[src/hdl/rrcl_pkg.sv]
// shared constants and types for the round-robin channel lock unit
`default_nettype none

package rrcl_pkg;

  // built channel count default and result cap per request
  localparam int unsigned CHANNELS_DEF = 32;
  localparam int unsigned MAX_RESULTS  = 32;

  // field widths
  localparam int unsigned CC_W    = 6;
  localparam int unsigned MASK_W  = 32;
  localparam int unsigned LIMIT_W = 6;
  localparam int unsigned CHAN_W  = 6;
  localparam int unsigned GCH_W   = 5;

  // configuration port
  localparam int unsigned ADDR_W = 3;
  localparam int unsigned DATA_W = 32;

  // register indexes (taken from the word-address bit of paddr)
  localparam logic REG_CHANNEL_COUNT = 1'b0;
  localparam logic REG_VALID_MASK    = 1'b1;

  // command codes
  localparam logic CMD_LOCK   = 1'b0;
  localparam logic CMD_UNLOCK = 1'b1;

  // lock bit update strobes from the sequencer
  typedef struct packed {
    logic set;
    logic clr;
  } lock_ctl_t;

endpackage

`default_nettype wire

[src/hdl/rrcl_if.sv]
// request and response channel interfaces
`default_nettype none

interface rrcl_req_if import rrcl_pkg::*; ();
  logic               valid;
  logic               ready;
  logic               command;
  logic [LIMIT_W-1:0] grant_limit;
  logic [CHAN_W-1:0]  channel;

  modport source (output valid, command, grant_limit, channel, input ready);
  modport sink   (input valid, command, grant_limit, channel, output ready);
endinterface

interface rrcl_rsp_if import rrcl_pkg::*; ();
  logic             valid;
  logic             ready;
  logic             granted;
  logic [GCH_W-1:0] granted_channel;
  logic             last;

  modport source (output valid, granted, granted_channel, last, input ready);
  modport sink   (input valid, granted, granted_channel, last, output ready);
endinterface

`default_nettype wire

[src/hdl/round_robin_channel_lock_unit.sv]
// top level of the round-robin channel lock unit
// flow: a lock attempt passes ST_SETUP, then probes channels in ST_SCAN, up to n of them (n the clipped
//   channel count); a failed attempt ends in ST_FLUSH, and the last beat goes to the output register
// throughput: one request at a time; a lock request repeats setup and scan for each of its g grants,
//   an unlock goes straight to ST_FLUSH; the single-channel probe over the lock bits sets the pace
// reset: rst_ni is asynchronous, clears all lock bits, the start pointer and both registers
`default_nettype none

module round_robin_channel_lock_unit import rrcl_pkg::*; #(
  parameter int unsigned CHANNELS = CHANNELS_DEF
) (
  input  wire logic              clk_i,
  input  wire logic              rst_ni,
  input  wire logic              psel,
  input  wire logic              penable,
  input  wire logic              pwrite,
  input  wire logic [ADDR_W-1:0] paddr,
  input  wire logic [DATA_W-1:0] pwdata,
  output logic      [DATA_W-1:0] prdata,
  output logic                   pready,
  rrcl_req_if.sink               req_i,
  rrcl_rsp_if.source             rsp_o
);

  localparam int unsigned IW = (CHANNELS > 1) ? $clog2(CHANNELS) : 1;

  logic [CC_W-1:0]   cc;
  logic [MASK_W-1:0] mask;
  lock_ctl_t         lock_ctl;
  logic [IW-1:0]     set_idx;
  logic [IW-1:0]     clr_idx;
  logic [IW-1:0]     look_idx;
  logic              lock_free;

  // configuration registers
  rrcl_cfg u_cfg (
    .clk_i   (clk_i),
    .rst_ni  (rst_ni),
    .psel    (psel),
    .penable (penable),
    .pwrite  (pwrite),
    .paddr   (paddr),
    .pwdata  (pwdata),
    .prdata  (prdata),
    .pready  (pready),
    .cc_o    (cc),
    .mask_o  (mask)
  );

  // lock bits
  rrcl_lock_file #(
    .CHANNELS (CHANNELS)
  ) u_lock_file (
    .clk_i      (clk_i),
    .rst_ni     (rst_ni),
    .ctl_i      (lock_ctl),
    .set_idx_i  (set_idx),
    .clr_idx_i  (clr_idx),
    .look_idx_i (look_idx),
    .mask_i     (mask),
    .free_o     (lock_free)
  );

  // request sequencer
  rrcl_seq #(
    .CHANNELS (CHANNELS)
  ) u_seq (
    .clk_i       (clk_i),
    .rst_ni      (rst_ni),
    .cc_i        (cc),
    .lock_free_i (lock_free),
    .lock_ctl_o  (lock_ctl),
    .set_idx_o   (set_idx),
    .clr_idx_o   (clr_idx),
    .look_idx_o  (look_idx),
    .req_i       (req_i),
    .rsp_o       (rsp_o)
  );

endmodule

`default_nettype wire

[src/hdl/rrcl_cfg.sv]
// apb configuration registers: channel count and valid mask
`default_nettype none

module rrcl_cfg import rrcl_pkg::*; (
  input  wire logic              clk_i,
  input  wire logic              rst_ni,
  input  wire logic              psel,
  input  wire logic              penable,
  input  wire logic              pwrite,
  input  wire logic [ADDR_W-1:0] paddr,
  input  wire logic [DATA_W-1:0] pwdata,
  output logic      [DATA_W-1:0] prdata,
  output logic                   pready,
  output logic      [CC_W-1:0]   cc_o,
  output logic      [MASK_W-1:0] mask_o
);

  logic [CC_W-1:0]   cc_q;
  logic [MASK_W-1:0] mask_q;
  logic              wr_en;
  logic              reg_sel;

  assign pready  = 1'b1;
  assign wr_en   = psel && penable && pwrite && pready;
  assign reg_sel = paddr[ADDR_W-1];

  // register writes
  always_ff @(posedge clk_i or negedge rst_ni) begin
    if (!rst_ni) begin
      cc_q   <= '0;
      mask_q <= '0;
    end else if (wr_en) begin
      if (reg_sel == REG_CHANNEL_COUNT) begin
        cc_q <= pwdata[CC_W-1:0];
      end else begin
        mask_q <= pwdata[MASK_W-1:0];
      end
    end
  end

  // read mux
  assign prdata = (reg_sel == REG_VALID_MASK) ? mask_q : DATA_W'(cc_q);

  assign cc_o   = cc_q;
  assign mask_o = mask_q;

endmodule

`default_nettype wire

[src/hdl/rrcl_lock_file.sv]
// lock bit per channel with set, clear and a free-channel lookup
`default_nettype none

module rrcl_lock_file import rrcl_pkg::*; #(
  parameter  int unsigned CHANNELS = CHANNELS_DEF,
  localparam int unsigned IW       = (CHANNELS > 1) ? $clog2(CHANNELS) : 1
) (
  input  wire logic              clk_i,
  input  wire logic              rst_ni,
  input  wire lock_ctl_t         ctl_i,
  input  wire logic [IW-1:0]     set_idx_i,
  input  wire logic [IW-1:0]     clr_idx_i,
  input  wire logic [IW-1:0]     look_idx_i,
  input  wire logic [MASK_W-1:0] mask_i,
  output logic                   free_o
);

  logic [CHANNELS-1:0] lock_q;
  logic [6:0]          look_x;
  logic                mask_bit;

  // lock bit updates, set and clear never collide
  always_ff @(posedge clk_i or negedge rst_ni) begin
    if (!rst_ni) begin
      lock_q <= '0;
    end else begin
      if (ctl_i.set) begin
        lock_q[set_idx_i] <= 1'b1;
      end
      if (ctl_i.clr) begin
        lock_q[clr_idx_i] <= 1'b0;
      end
    end
  end

  // channels at 32 and above have no mask bit
  assign look_x   = 7'(look_idx_i);
  assign mask_bit = (look_x < 7'(MASK_W)) ? mask_i[look_x[4:0]] : 1'b0;
  assign free_o   = !lock_q[look_idx_i] && mask_bit;

endmodule

`default_nettype wire

[src/hdl/rrcl_seq.sv]
// request sequencer: one-channel-per-cycle scan, grant holding and result register
`default_nettype none

module rrcl_seq import rrcl_pkg::*; #(
  parameter  int unsigned CHANNELS = CHANNELS_DEF,
  localparam int unsigned IW       = (CHANNELS > 1) ? $clog2(CHANNELS) : 1,
  localparam int unsigned NW       = $clog2(CHANNELS + 1)
) (
  input  wire logic            clk_i,
  input  wire logic            rst_ni,
  input  wire logic [CC_W-1:0] cc_i,
  input  wire logic            lock_free_i,
  output lock_ctl_t            lock_ctl_o,
  output logic      [IW-1:0]   set_idx_o,
  output logic      [IW-1:0]   clr_idx_o,
  output logic      [IW-1:0]   look_idx_o,
  rrcl_req_if.sink             req_i,
  rrcl_rsp_if.source           rsp_o
);

  typedef enum logic [4:0] {
    ST_IDLE  = 5'b00001,
    ST_SETUP = 5'b00010,
    ST_SCAN  = 5'b00100,
    ST_HIT   = 5'b01000,
    ST_FLUSH = 5'b10000
  } state_e;

  state_e             state_q, state_d;
  logic [CC_W-1:0]    ptr_q, ptr_d;
  logic [IW-1:0]      c_q, c_d;
  logic [NW-1:0]      i_q, i_d;
  logic [LIMIT_W-1:0] cnt_q, cnt_d;
  logic [LIMIT_W-1:0] lim_q, lim_d;
  logic [GCH_W-1:0]   hit_q, hit_d;
  logic               pend_q, pend_d;
  logic [GCH_W-1:0]   pend_ch_q, pend_ch_d;

  logic               rsp_valid_q;
  logic               rsp_granted_q;
  logic [GCH_W-1:0]   rsp_ch_q;
  logic               rsp_last_q;

  logic               push;
  logic               push_granted;
  logic [GCH_W-1:0]   push_ch;
  logic               push_last;

  logic [NW-1:0]      n;
  logic [CC_W-1:0]    ptr_fix;
  logic [6:0]         c_x;
  logic [6:0]         c_inc;
  logic [IW-1:0]      c_next;
  logic [LIMIT_W-1:0] lim_in;
  logic [LIMIT_W-1:0] cnt_inc;
  logic               out_free;
  logic               req_acc;
  logic               unlock_ok;

  // scan bounds: channel count clipped to the built channels
  assign n       = (7'(cc_i) > 7'(CHANNELS)) ? NW'(CHANNELS) : NW'(cc_i);
  assign ptr_fix = (7'(ptr_q) >= 7'(n)) ? '0 : ptr_q;
  assign c_x     = 7'(c_q);
  assign c_inc   = c_x + 7'd1;
  assign c_next  = (c_inc == 7'(n)) ? '0 : c_inc[IW-1:0];

  // request decode
  assign req_i.ready = (state_q == ST_IDLE);
  assign req_acc     = req_i.valid && req_i.ready;
  assign lim_in      = (req_i.grant_limit > LIMIT_W'(MAX_RESULTS)) ?
                       LIMIT_W'(MAX_RESULTS) : req_i.grant_limit;
  assign unlock_ok   = (7'(req_i.channel) < 7'(CHANNELS));
  assign cnt_inc     = cnt_q + 1'b1;
  assign out_free    = !rsp_valid_q || rsp_o.ready;

  // lock file hookup
  assign set_idx_o  = c_q;
  assign look_idx_o = c_q;
  assign clr_idx_o  = req_i.channel[IW-1:0];

  // sequencer
  always_comb begin
    state_d      = state_q;
    ptr_d        = ptr_q;
    c_d          = c_q;
    i_d          = i_q;
    cnt_d        = cnt_q;
    lim_d        = lim_q;
    hit_d        = hit_q;
    pend_d       = pend_q;
    pend_ch_d    = pend_ch_q;
    lock_ctl_o   = '0;
    push         = 1'b0;
    push_granted = 1'b0;
    push_ch      = '0;
    push_last    = 1'b0;
    case (state_q)
      ST_IDLE: begin
        if (req_acc) begin
          pend_d = 1'b0;
          if (req_i.command == CMD_UNLOCK) begin
            lock_ctl_o.clr = unlock_ok;
            state_d        = ST_FLUSH;
          end else begin
            lim_d   = lim_in;
            cnt_d   = '0;
            state_d = (lim_in == '0) ? ST_FLUSH : ST_SETUP;
          end
        end
      end
      // one attempt starts: pointer wraps to zero when past the count
      ST_SETUP: begin
        ptr_d   = ptr_fix;
        c_d     = ptr_fix[IW-1:0];
        i_d     = '0;
        state_d = ST_SCAN;
      end
      // check one channel per cycle
      ST_SCAN: begin
        if (i_q == n) begin
          ptr_d   = ptr_q + 1'b1;
          state_d = ST_FLUSH;
        end else if (lock_free_i) begin
          lock_ctl_o.set = 1'b1;
          hit_d          = c_x[GCH_W-1:0];
          ptr_d          = ptr_q + 1'b1;
          state_d        = ST_HIT;
        end else begin
          c_d = c_next;
          i_d = i_q + 1'b1;
        end
      end
      // a new grant releases the held one as not last
      ST_HIT: begin
        if (!pend_q || out_free) begin
          if (pend_q) begin
            push         = 1'b1;
            push_granted = 1'b1;
            push_ch      = pend_ch_q;
          end
          pend_d    = 1'b1;
          pend_ch_d = hit_q;
          cnt_d     = cnt_inc;
          state_d   = (cnt_inc == lim_q) ? ST_FLUSH : ST_SETUP;
        end
      end
      // final beat: held grant, failure or unlock acknowledge
      ST_FLUSH: begin
        if (out_free) begin
          push         = 1'b1;
          push_granted = pend_q;
          push_ch      = pend_q ? pend_ch_q : '0;
          push_last    = 1'b1;
          state_d      = ST_IDLE;
        end
      end
      default: begin
        state_d = ST_IDLE;
      end
    endcase
  end

  // control state
  always_ff @(posedge clk_i or negedge rst_ni) begin
    if (!rst_ni) begin
      state_q <= ST_IDLE;
      ptr_q   <= '0;
      cnt_q   <= '0;
      lim_q   <= '0;
      pend_q  <= 1'b0;
    end else begin
      state_q <= state_d;
      ptr_q   <= ptr_d;
      cnt_q   <= cnt_d;
      lim_q   <= lim_d;
      pend_q  <= pend_d;
    end
  end

  // scan payload
  always_ff @(posedge clk_i) begin
    c_q       <= c_d;
    i_q       <= i_d;
    hit_q     <= hit_d;
    pend_ch_q <= pend_ch_d;
  end

  // output register
  always_ff @(posedge clk_i or negedge rst_ni) begin
    if (!rst_ni) begin
      rsp_valid_q <= 1'b0;
    end else if (push) begin
      rsp_valid_q <= 1'b1;
    end else if (rsp_o.ready) begin
      rsp_valid_q <= 1'b0;
    end
  end

  always_ff @(posedge clk_i) begin
    if (push) begin
      rsp_granted_q <= push_granted;
      rsp_ch_q      <= push_ch;
      rsp_last_q    <= push_last;
    end
  end

  assign rsp_o.valid           = rsp_valid_q;
  assign rsp_o.granted         = rsp_granted_q;
  assign rsp_o.granted_channel = rsp_ch_q;
  assign rsp_o.last            = rsp_last_q;

  // grant count never passes the request limit
  a_cnt_le_lim: assert property (@(posedge clk_i) disable iff (!rst_ni)
    cnt_q <= lim_q)
    else $error("grant count above limit");

  // while scanning the probe stays inside the scanned range
  a_scan_in_range: assert property (@(posedge clk_i) disable iff (!rst_ni)
    (state_q == ST_SCAN && i_q != n) |-> (c_x < 7'(n)))
    else $error("scan index out of range");

  // a beat that is not last always carries a grant
  a_notlast_granted: assert property (@(posedge clk_i) disable iff (!rst_ni)
    (rsp_valid_q && !rsp_last_q) |-> rsp_granted_q)
    else $error("non-final beat without grant");

  // a found channel is always handed on, never dropped
  a_hit_next: assert property (@(posedge clk_i) disable iff (!rst_ni)
    (state_q == ST_SCAN && i_q != n && lock_free_i) |=> (state_q == ST_HIT))
    else $error("grant not taken");

endmodule

`default_nettype wire
[src/flat_wrapper.sv]
// flat-port wrapper written by rule: the top's interface ports become plain ports
module round_robin_channel_lock_unit_flat import rrcl_pkg::*;
#(
  parameter int unsigned CHANNELS = CHANNELS_DEF
)
  (clk_i, rst_ni, psel, penable, pwrite, paddr, pwdata, prdata, pready, req_i_valid, req_i_command, req_i_grant_limit, req_i_channel, req_i_ready, rsp_o_valid, rsp_o_granted, rsp_o_granted_channel, rsp_o_last, rsp_o_ready);
  rrcl_req_if req_i_i ();
  rrcl_rsp_if rsp_o_i ();
  input  wire logic clk_i;
  input  wire logic rst_ni;
  input  wire logic psel;
  input  wire logic penable;
  input  wire logic pwrite;
  input  wire logic [ADDR_W-1:0] paddr;
  input  wire logic [DATA_W-1:0] pwdata;
  output logic      [DATA_W-1:0] prdata;
  output logic pready;
  input wire logic [$bits(req_i_i.valid)-1:0] req_i_valid;
  input wire logic [$bits(req_i_i.command)-1:0] req_i_command;
  input wire logic [$bits(req_i_i.grant_limit)-1:0] req_i_grant_limit;
  input wire logic [$bits(req_i_i.channel)-1:0] req_i_channel;
  output wire logic [$bits(req_i_i.ready)-1:0] req_i_ready;
  output wire logic [$bits(rsp_o_i.valid)-1:0] rsp_o_valid;
  output wire logic [$bits(rsp_o_i.granted)-1:0] rsp_o_granted;
  output wire logic [$bits(rsp_o_i.granted_channel)-1:0] rsp_o_granted_channel;
  output wire logic [$bits(rsp_o_i.last)-1:0] rsp_o_last;
  input wire logic [$bits(rsp_o_i.ready)-1:0] rsp_o_ready;
  assign req_i_i.valid = req_i_valid;
  assign req_i_i.command = req_i_command;
  assign req_i_i.grant_limit = req_i_grant_limit;
  assign req_i_i.channel = req_i_channel;
  assign req_i_ready = req_i_i.ready;
  assign rsp_o_valid = rsp_o_i.valid;
  assign rsp_o_granted = rsp_o_i.granted;
  assign rsp_o_granted_channel = rsp_o_i.granted_channel;
  assign rsp_o_last = rsp_o_i.last;
  assign rsp_o_i.ready = rsp_o_ready;
  round_robin_channel_lock_unit #(.CHANNELS(CHANNELS)) u_core (.clk_i(clk_i), .rst_ni(rst_ni), .psel(psel), .penable(penable), .pwrite(pwrite), .paddr(paddr), .pwdata(pwdata), .prdata(prdata), .pready(pready), .req_i(req_i_i), .rsp_o(rsp_o_i));
endmodule
[config.mk]
export PLATFORM = sky130hd
export DESIGN_NAME = round_robin_channel_lock_unit_flat
export DESIGN_NICKNAME = d
export VERILOG_FILES = /design/src/hdl/rrcl_pkg.sv /design/src/hdl/rrcl_if.sv /design/src/hdl/round_robin_channel_lock_unit.sv /design/src/hdl/rrcl_cfg.sv /design/src/hdl/rrcl_lock_file.sv /design/src/hdl/rrcl_seq.sv /design/src/flat_wrapper.sv
export SDC_FILE = /design/constraint.sdc
export NUM_CORES = 1
export LEC_CHECK = 0
export BUFFER_PORTS_ARGS = -buffer_cell sky130_fd_sc_hd__buf_4
export CAP_MARGIN = 20
export CORE_ASPECT_RATIO = 2
export CORE_MARGIN = 2
export CORE_UTILIZATION = 45
export CTS_BUF_LIST = sky130_fd_sc_hd__clkbuf_4 sky130_fd_sc_hd__clkbuf_8
export DETAILED_ROUTE_END_ITERATION = 7
export PLACE_DENSITY = 0.76
export SYNTH_ARGS = -nofsm -noshare
export SYNTH_HDL_FRONTEND = slang
export SYNTH_SLANG_ARGS = --single-unit
[constraint.sdc]
create_clock -name clk_i -period 2.9 [get_ports clk_i]
set_clock_uncertainty 0.1 [all_clocks]
set_input_delay 0.29 -clock clk_i [delete_from_list [all_inputs] [get_ports clk_i]]
set_output_delay 0.29 -clock clk_i [all_outputs]
set_load 0.01 [all_outputs]
# Word level (Yosys, flattened, before mapping)
# Cells that the tools add are included.
# word_totals
register_bits	123
memories	0
elab_cells	137
in_bits	55
mem_bits_rw	0
romBits	0
latchBits	0
output_inout_bits	42
# classes
shift	0
n_eq_ne	16
bitwise_logic	6
magnitude_cmp	9
mul	0
mux	59
reduce_logical	26
n_addsub	4
div	0
# ops
op	n
32-bit two-way mux	3
5-bit two-way mux	14
6-bit two-way mux	10
6-bit case mux with 2 select lines	3
32-bit bitwise AND	1
32-bit inverter	1
32-bit bitwise OR	1
5-bit case mux with 5 select lines	1
5-bit case mux with 2 select lines	2
1-bit two-way mux	19
6-bit by 1-bit adder with 6-bit output (second input constant)	3
6-bit equality test	3
5-bit by 6-bit < comparator with 1-bit output (second input constant)	3
3-bit AND reduction	5
6-bit greater-than comparator (second input constant)	2
2-bit inequality test (second input constant)	6
1-bit binary-select mux with 5-bit select	2
1-bit demux with 5-bit select	2
5-bit by 1-bit >= comparator with 1-bit output (second input constant)	2
2-bit AND reduction	4
4-bit AND reduction	2
5-bit by 1-bit adder with 6-bit output (second input constant)	1
6-bit >= comparator	1
1-bit logical AND	6
14 further kinds	23

# Logic depth before layout (Yosys ltp)
# logic_depth
ltp_word	10
mapped_depth	11
ltp_nobuf	10

# Hierarchy
# From an unflattened synthesis, not the netlist that was laid out.
# unflattened
hier_cells	610
hier_area_um2	6713.9
# by_module_without_submodules
mod	area_per_inst_um2	seq_area_each_um2	instances	cells_per_inst
rrcl_seq	3099.2	1467.7	1	301
rrcl_cfg	1826.8	950.9	1	119
rrcl_lock_file	1788.0	800.8	1	190

# Worst setup path after synthesis
# No wires, ideal clock.
# synth_path
path_type	register to register
start	register u_core.u_seq.c_q[2] (netlist: u_core.u_seq.look_idx_o[2])
end	register u_core.u_seq.i_q[0], enable pin
arrival_time_ps	2497
stages_incl_launch_ff	8
setup_slack_ps	-39
period_less_slack_ps	2939
t_required_ps	2459
path_buffers	0
cell_sequence	edfxtp_1 mux4_2 and4_1 or4_4 o32ai_4 nor2_1 nor3_2 a21o_1
# synth_via
elab_chain_len	6
# synth_lines
element	line	text
start, declared	rrcl_seq.sv:31	logic [IW-1:0] c_q, c_d;
start signal, assigned	rrcl_seq.sv:182	c_q <= c_d;
1-bit binary-select mux with 5-bit select (on tied branches)	rrcl_lock_file.sv:38, rrcl_lock_file.sv:39	
1-bit two-way mux (on tied branches)	rrcl_lock_file.sv:38, rrcl_lock_file.sv:39	
1-bit two-way mux / 1-bit zero test (equally long branches)	rrcl_lock_file.sv:38, rrcl_lock_file.sv:39	
1-bit logical AND *	rrcl_lock_file.sv:39	assign free_o = !lock_q[look_idx_i] && mask_bit;
2-bit inequality test (no source line) *	-	
3-bit AND reduction (no source line) *	-	
end signal, assigned	rrcl_seq.sv:183	i_q <= i_d;
end, declared	rrcl_seq.sv:32	logic [NW-1:0] i_q, i_d;
# Mark *: on every way between the ends. The rest lies on a longest branch, timed or not. The select of a mux whose other input is x is not followed.
# A chain may end at the register's enable or synchronous reset.

# Worst setup path in the final report
# layout_path
start	register u_core.u_seq.c_q[1] (netlist: u_core.u_seq.look_idx_o[1])
end	register u_core.u_lock_file.lock_q[12]
# layout_via
elab_chain_len	10
# layout_lines
element	line	text
1-bit binary-select mux with 5-bit select (on tied branches)	rrcl_lock_file.sv:38, rrcl_lock_file.sv:39	
1-bit two-way mux (on tied branches)	rrcl_lock_file.sv:38, rrcl_lock_file.sv:39	
1-bit two-way mux / 1-bit zero test (equally long branches)	rrcl_lock_file.sv:38, rrcl_lock_file.sv:39	
1-bit logical AND	rrcl_lock_file.sv:39	
1-bit two-way mux	rrcl_seq.sv:123	end else if (lock_free_i) begin
1-bit two-way mux	rrcl_seq.sv:120	if (i_q == n) begin
1-bit two-way mux	rrcl_seq.sv:97	case (state_q)
32-bit two-way mux *	rrcl_lock_file.sv:27	if (ctl_i.set) begin
32-bit bitwise AND (no source line)	-	
32-bit two-way mux *	rrcl_lock_file.sv:30	if (ctl_i.clr) begin
end signal, assigned	rrcl_lock_file.sv:25	lock_q <= '0;
end signal, assigned by index	rrcl_lock_file.sv:28	lock_q[set_idx_i] <= 1'b1;
end signal, assigned by index	rrcl_lock_file.sv:31	lock_q[clr_idx_i] <= 1'b0;
end, declared	rrcl_lock_file.sv:18	logic [CHANNELS-1:0] lock_q;
# Marks and branches as above.

==> summary by stage <==
STA
The portion of the clock cycle consumed by the worst path in the final layout is 100%. Derived from the worst setup path, the maximum achievable clock frequency is 0.343 GHz. The final worst hold slack is 11.7 ps.

The smallest setup slack after layout is -11.5 ps. In this run the tightest slew margin relative to its limit is 49.0%. The time the final worst path needs with I/O delays and setup is 2910 ps. Setup repair after global routing could not meet its margin everywhere.

The number of pins exceeding their max-slew limit in the final report came to 0. The setup violation total in the final timing report is 1. Adding up every negative setup slack in the final design gives -11.5 ps. The number of failing hold endpoints at the final stage is 0. The slew of the pin with the lowest slew margin is 763 ps.

Setup path
The worst setup path is captured at a register. The type of the setup path with the least slack is reg -> reg. The category of cells accounting for the largest share of critical-path delay is buffers and inverters. The critical path startpoint category is a register. The slowest stage cell on the critical path is sky130_fd_sc_hd__edfxtp_1. Walking the worst path, the cells encountered are buf_12 -> mux4_2 -> and4_1 -> or4_4 -> o32ai_4 -> buf_6 -> nor4_4 -> buf_4 -> clkbuf_16 -> a31oi_1 -> a21oi_1. The largest single stage delay on the critical path is 440 ps. Along the worst path, the maximum fanout reaches 13. The data arrival time of the critical path is 3100 ps. The required time at the endpoint of the critical path is 3090 ps.

The number of buffers and inverters on the critical path is 4.

Place
Port buffering added 93 buffers. Routability-driven placement finished with a final weighted congestion of 0.870. The detailed-placement wirelength estimate is 12.4 mm. The placed cell count is 884.

Floorplanning
The height of the die is 175 um. The initial utilization of the core area, before any placement, comes to 46.1%. In this run the count of I/O pins placed on the die edge is 97. The count of standard-cell rows is 62. The area of the core is 14400 um^2.

The die width is 89.8 um. The area of the die is 15800 um^2.

Routing
The number of routed nets with antenna violations is 0. The per-cell routed wire length is 18.3 um. For this run, design rule violations remaining after detail routing come to 0.

Dividing the detail-routed via count by the number of cells gives 5.71. The routed wire length is 17.6 mm. After the first detailed-routing iteration, the DRC count stood at 407.

For this run, the detailed router's first-pass iteration total came to 5. The via total after detailed routing is 5489.

Power
In this run the static leakage power is 0.00360 uW. Power spread over the standard cell area amounts to 687 nW/um^2. IR analysis of the VDD net gives a maximum drop of 0.401 mV. The overall power of the completed layout is 5860 uW.

Synthesis
The unique cell type count in the Yosys netlist is 67. The synthesized net count is 668. The synthesized design contains 28 enable-type register cells. The portion of the post-synthesis area used by sequential elements is 48.6%. The dominant cell type by area after synthesis is sky130_fd_sc_hd__dfrtp_1. The register bit total from synthesis is 123. The gate count after technology mapping is 600. Yosys attributes the largest share of cell area to sky130_fd_sc_hd__dfrtp_1, sky130_fd_sc_hd__edfxtp_1, sky130_fd_sc_hd__mux2_2, sky130_fd_sc_hd__a31oi_1, sky130_fd_sc_hd__and2_1. The most used flip-flop cell after synthesis is sky130_fd_sc_hd__dfrtp_1. The portion of synthesized cell area occupied by the leading cell type is 35.5%. The fraction of registers with async set or reset after synthesis is 77.2%. Summing every instance area after synthesis gives 6620 um^2.

The Yosys step of the flow raised 0 warnings. The mean area per synthesized cell is 11.0 um^2.

GRT
Summed over all layers, the global routing overflow is 0. The number of antenna violations at the first check in global routing is 0. The overall global routing resource usage is 22.2%. Entering global routing, the biggest net connects 48 pins.

The number of global-route vias before repair is 5792. The first global-routing pass estimated 28.2 mm of wire.

Job
Across the run, the number of max-cap violations was 0.

Clock network
The clock sink count is 123. The clock-pin slew on the worst setup and hold paths is 80 ps. Clock latency on the worst-skew pair, taken at its later pin, is 440 ps. The longest clock path from root to sink contains 2 buffers. The number of buffers added by the clock tree synthesis step is 17. The H-tree generated during clock tree synthesis spans 4 levels.

TritonCTS built the clock tree. CTS placed an instance of sky130_fd_sc_hd__clkbuf_8 at the clock tree root.

Layout
In the final layout, the share of cells above drive strength 1 is 31.8%. For this run, the number of standard cells in the final layout without fillers is 962. The area growth from synthesis to layout is 28.8%. The number of antenna diodes is 0. The number of nets at the end of the flow is 825. Fill cells in the final layout number 1170.

Min path
The worst hold path belongs to the class in -> reg.

Status
The checks that failed: setup timing. The run finished, with violations left.
-- state kept, by name, indices dropped and copies added (netlist names), 6 cells and up --
signal                     cells
u_core.u_seq.lim_q             6
u_core.u_seq.ptr_q             6
u_core.u_cfg.cc_o              6
u_core.u_lock_file.lock_q     32
u_core.u_seq.i_q               6
u_core.u_cfg.mask_o           32
u_core.u_seq.cnt_q             6
-- per-stage QoR --
step | area, um^2 | util (%) | setup slack [ps]
3_3_place_gp | 7670 | 53.5 | 8.89
4_1_cts | 8340 | 58.1 | 33.8
3_5_place_dp | 7670 | 53.5 | -17.9
5_1_grt | 8520 | 59.4 | -54.5
2_1_floorplan | 6620 | - | 59.3
6_report | 8520 | 59.4 | -11.5
-- synthesized netlist by cell type, drive strengths merged (14+ instances only) --
| library cell | instances |
|---|---|
| dfrtp | 94 |
| mux2 | 48 |
| a21oi | 36 |
| and2 | 36 |
| a31oi | 35 |
| nand2 | 34 |
| nor2 | 29 |
| edfxtp | 28 |
| mux2i | 19 |
| nand2b | 18 |
| o21ai | 17 |
| buf | 16 |
| clkbuf | 16 |
| xnor2 | 15 |
| nand3 | 14 |
-- worst reg2reg max path, stage by stage (launching register included) --
cell and delay, ps:
sky130_fd_sc_hd__edfxtp_1 440, sky130_fd_sc_hd__buf_12 180, sky130_fd_sc_hd__mux4_2 290, sky130_fd_sc_hd__and4_1 210, sky130_fd_sc_hd__or4_4 430, sky130_fd_sc_hd__o32ai_4 290
sky130_fd_sc_hd__buf_6 170, sky130_fd_sc_hd__nor4_4 50, sky130_fd_sc_hd__buf_4 180, sky130_fd_sc_hd__clkbuf_16 160, sky130_fd_sc_hd__a31oi_1 200, sky130_fd_sc_hd__a21oi_1 70
-- where the power goes --
part	switching, uW	internal (uW)	total [uW]
Sequential	305	2140	2450
Clock	730	597	1330
Combinational	1050	1030	2080
-- metal layers --
layer | wire length (um) | share of wire, % | vias to the layer above | GRT usage (%)
li1 | - | - | 2528 | -
met1 | 6330 | 36 | 2680 | 23.0
met2 | 9610 | 54 | 210 | 40.8
met3 | 748 | 4.2 | 71 | 3.82
met4 | 949 | 5.4 | 0 | 14.7
met5 | 0 | 0 | - | 0
-- final timing paths --
check | start | end | slack (ps) | cells after the start
worst max-delay path | u_core.u_seq.look_idx_o[1]$_DFFE_PP_ | u_core.u_lock_file.lock_q[12]$_DFF_PN0_ | -10 | 11
worst min-delay path | pwdata[12] | u_core.u_cfg.mask_o[12]$_DFFE_PN0P_ | 10 | 2
worst max register to register | u_core.u_seq.look_idx_o[1]$_DFFE_PP_ | u_core.u_lock_file.lock_q[12]$_DFF_PN0_ | -10 | 11
worst min register to register | u_core.u_seq.hit_q[3]$_DFFE_PP_ | u_core.u_seq.pend_ch_q[3]$_DFFE_PP_ | 320 | 0
max in group asynchronous | rst_ni | u_core.u_cfg.mask_o[27]$_DFFE_PN0P_ | 1700 | 3
min in group asynchronous | rst_ni | u_core.u_seq.lim_q[2]$_DFFE_PN0P_ | 320 | 2
-- cell usage in the layout (no fill, tap or decap), types with 5 or more instances in the layout --
cell	count
sky130_fd_sc_hd__mux2_2	48
sky130_fd_sc_hd__and2_1	35
sky130_fd_sc_hd__nor2_1	28
sky130_fd_sc_hd__a31oi_1	32
sky130_fd_sc_hd__o21ai_0	17
sky130_fd_sc_hd__xnor2_1	15
sky130_fd_sc_hd__ha_1	13
sky130_fd_sc_hd__xor2_1	10
sky130_fd_sc_hd__clkbuf_8	17
sky130_fd_sc_hd__o221ai_1	5
sky130_fd_sc_hd__mux2i_1	17
sky130_fd_sc_hd__nand2_1	34
sky130_fd_sc_hd__clkinv_4	5
sky130_fd_sc_hd__nand2b_1	18
sky130_fd_sc_hd__inv_1	11
sky130_fd_sc_hd__mux4_2	5
sky130_fd_sc_hd__nand3_1	14
sky130_fd_sc_hd__nor3_1	8
sky130_fd_sc_hd__or2_2	5
sky130_fd_sc_hd__a21oi_1	36
sky130_fd_sc_hd__buf_4	129
sky130_fd_sc_hd__edfxtp_1	28
sky130_fd_sc_hd__dlygate4sd3_1	33
sky130_fd_sc_hd__dfrtp_1	94
sky130_fd_sc_hd__nor2b_1	5
-- cells by family (layout without fill, tap and decap cells) --
group,after synthesis,count (layout),share of synthesized area (%)
compound gates,137,137,13.9
xor+xnor,25,25,3.31
fa+ha+maj,13,13,2.46
buf+inv,44,214,3.03
flops,123,123,48.6
mux,72,72,12.7
other cells,1,1,0.0567
simple gates,185,185,15.9
-- layout make-up --
| class | count | area [um^2] | area share [%] |
|---|---|---|---|
| inverters | 12 | 45.0 | 0.528 |
| clock inverters | 14 | 100 | 1.17 |
| flip-flops and latches | 123 | 3220 | 37.8 |
| multi-input cells | 433 | 3250 | 38.1 |
| clock buffers | 18 | 241 | 2.83 |
| repair buffers | 170 | 1430 | 16.7 |
| well taps | 192 | 240 | 2.82 |
-- what timing repair did --
action                                  4_1_cts  5_1_grt
hold buffers                                 32        1
endpoints found under the setup margin       17       48
pin swaps                                     0        3
cloned                                        0        2
gates resized for setup                       2       10
hold endpoints to repair                     80        1
buffers inserted                              0       11
Note: power is estimated with default switching activity, not from simulation.
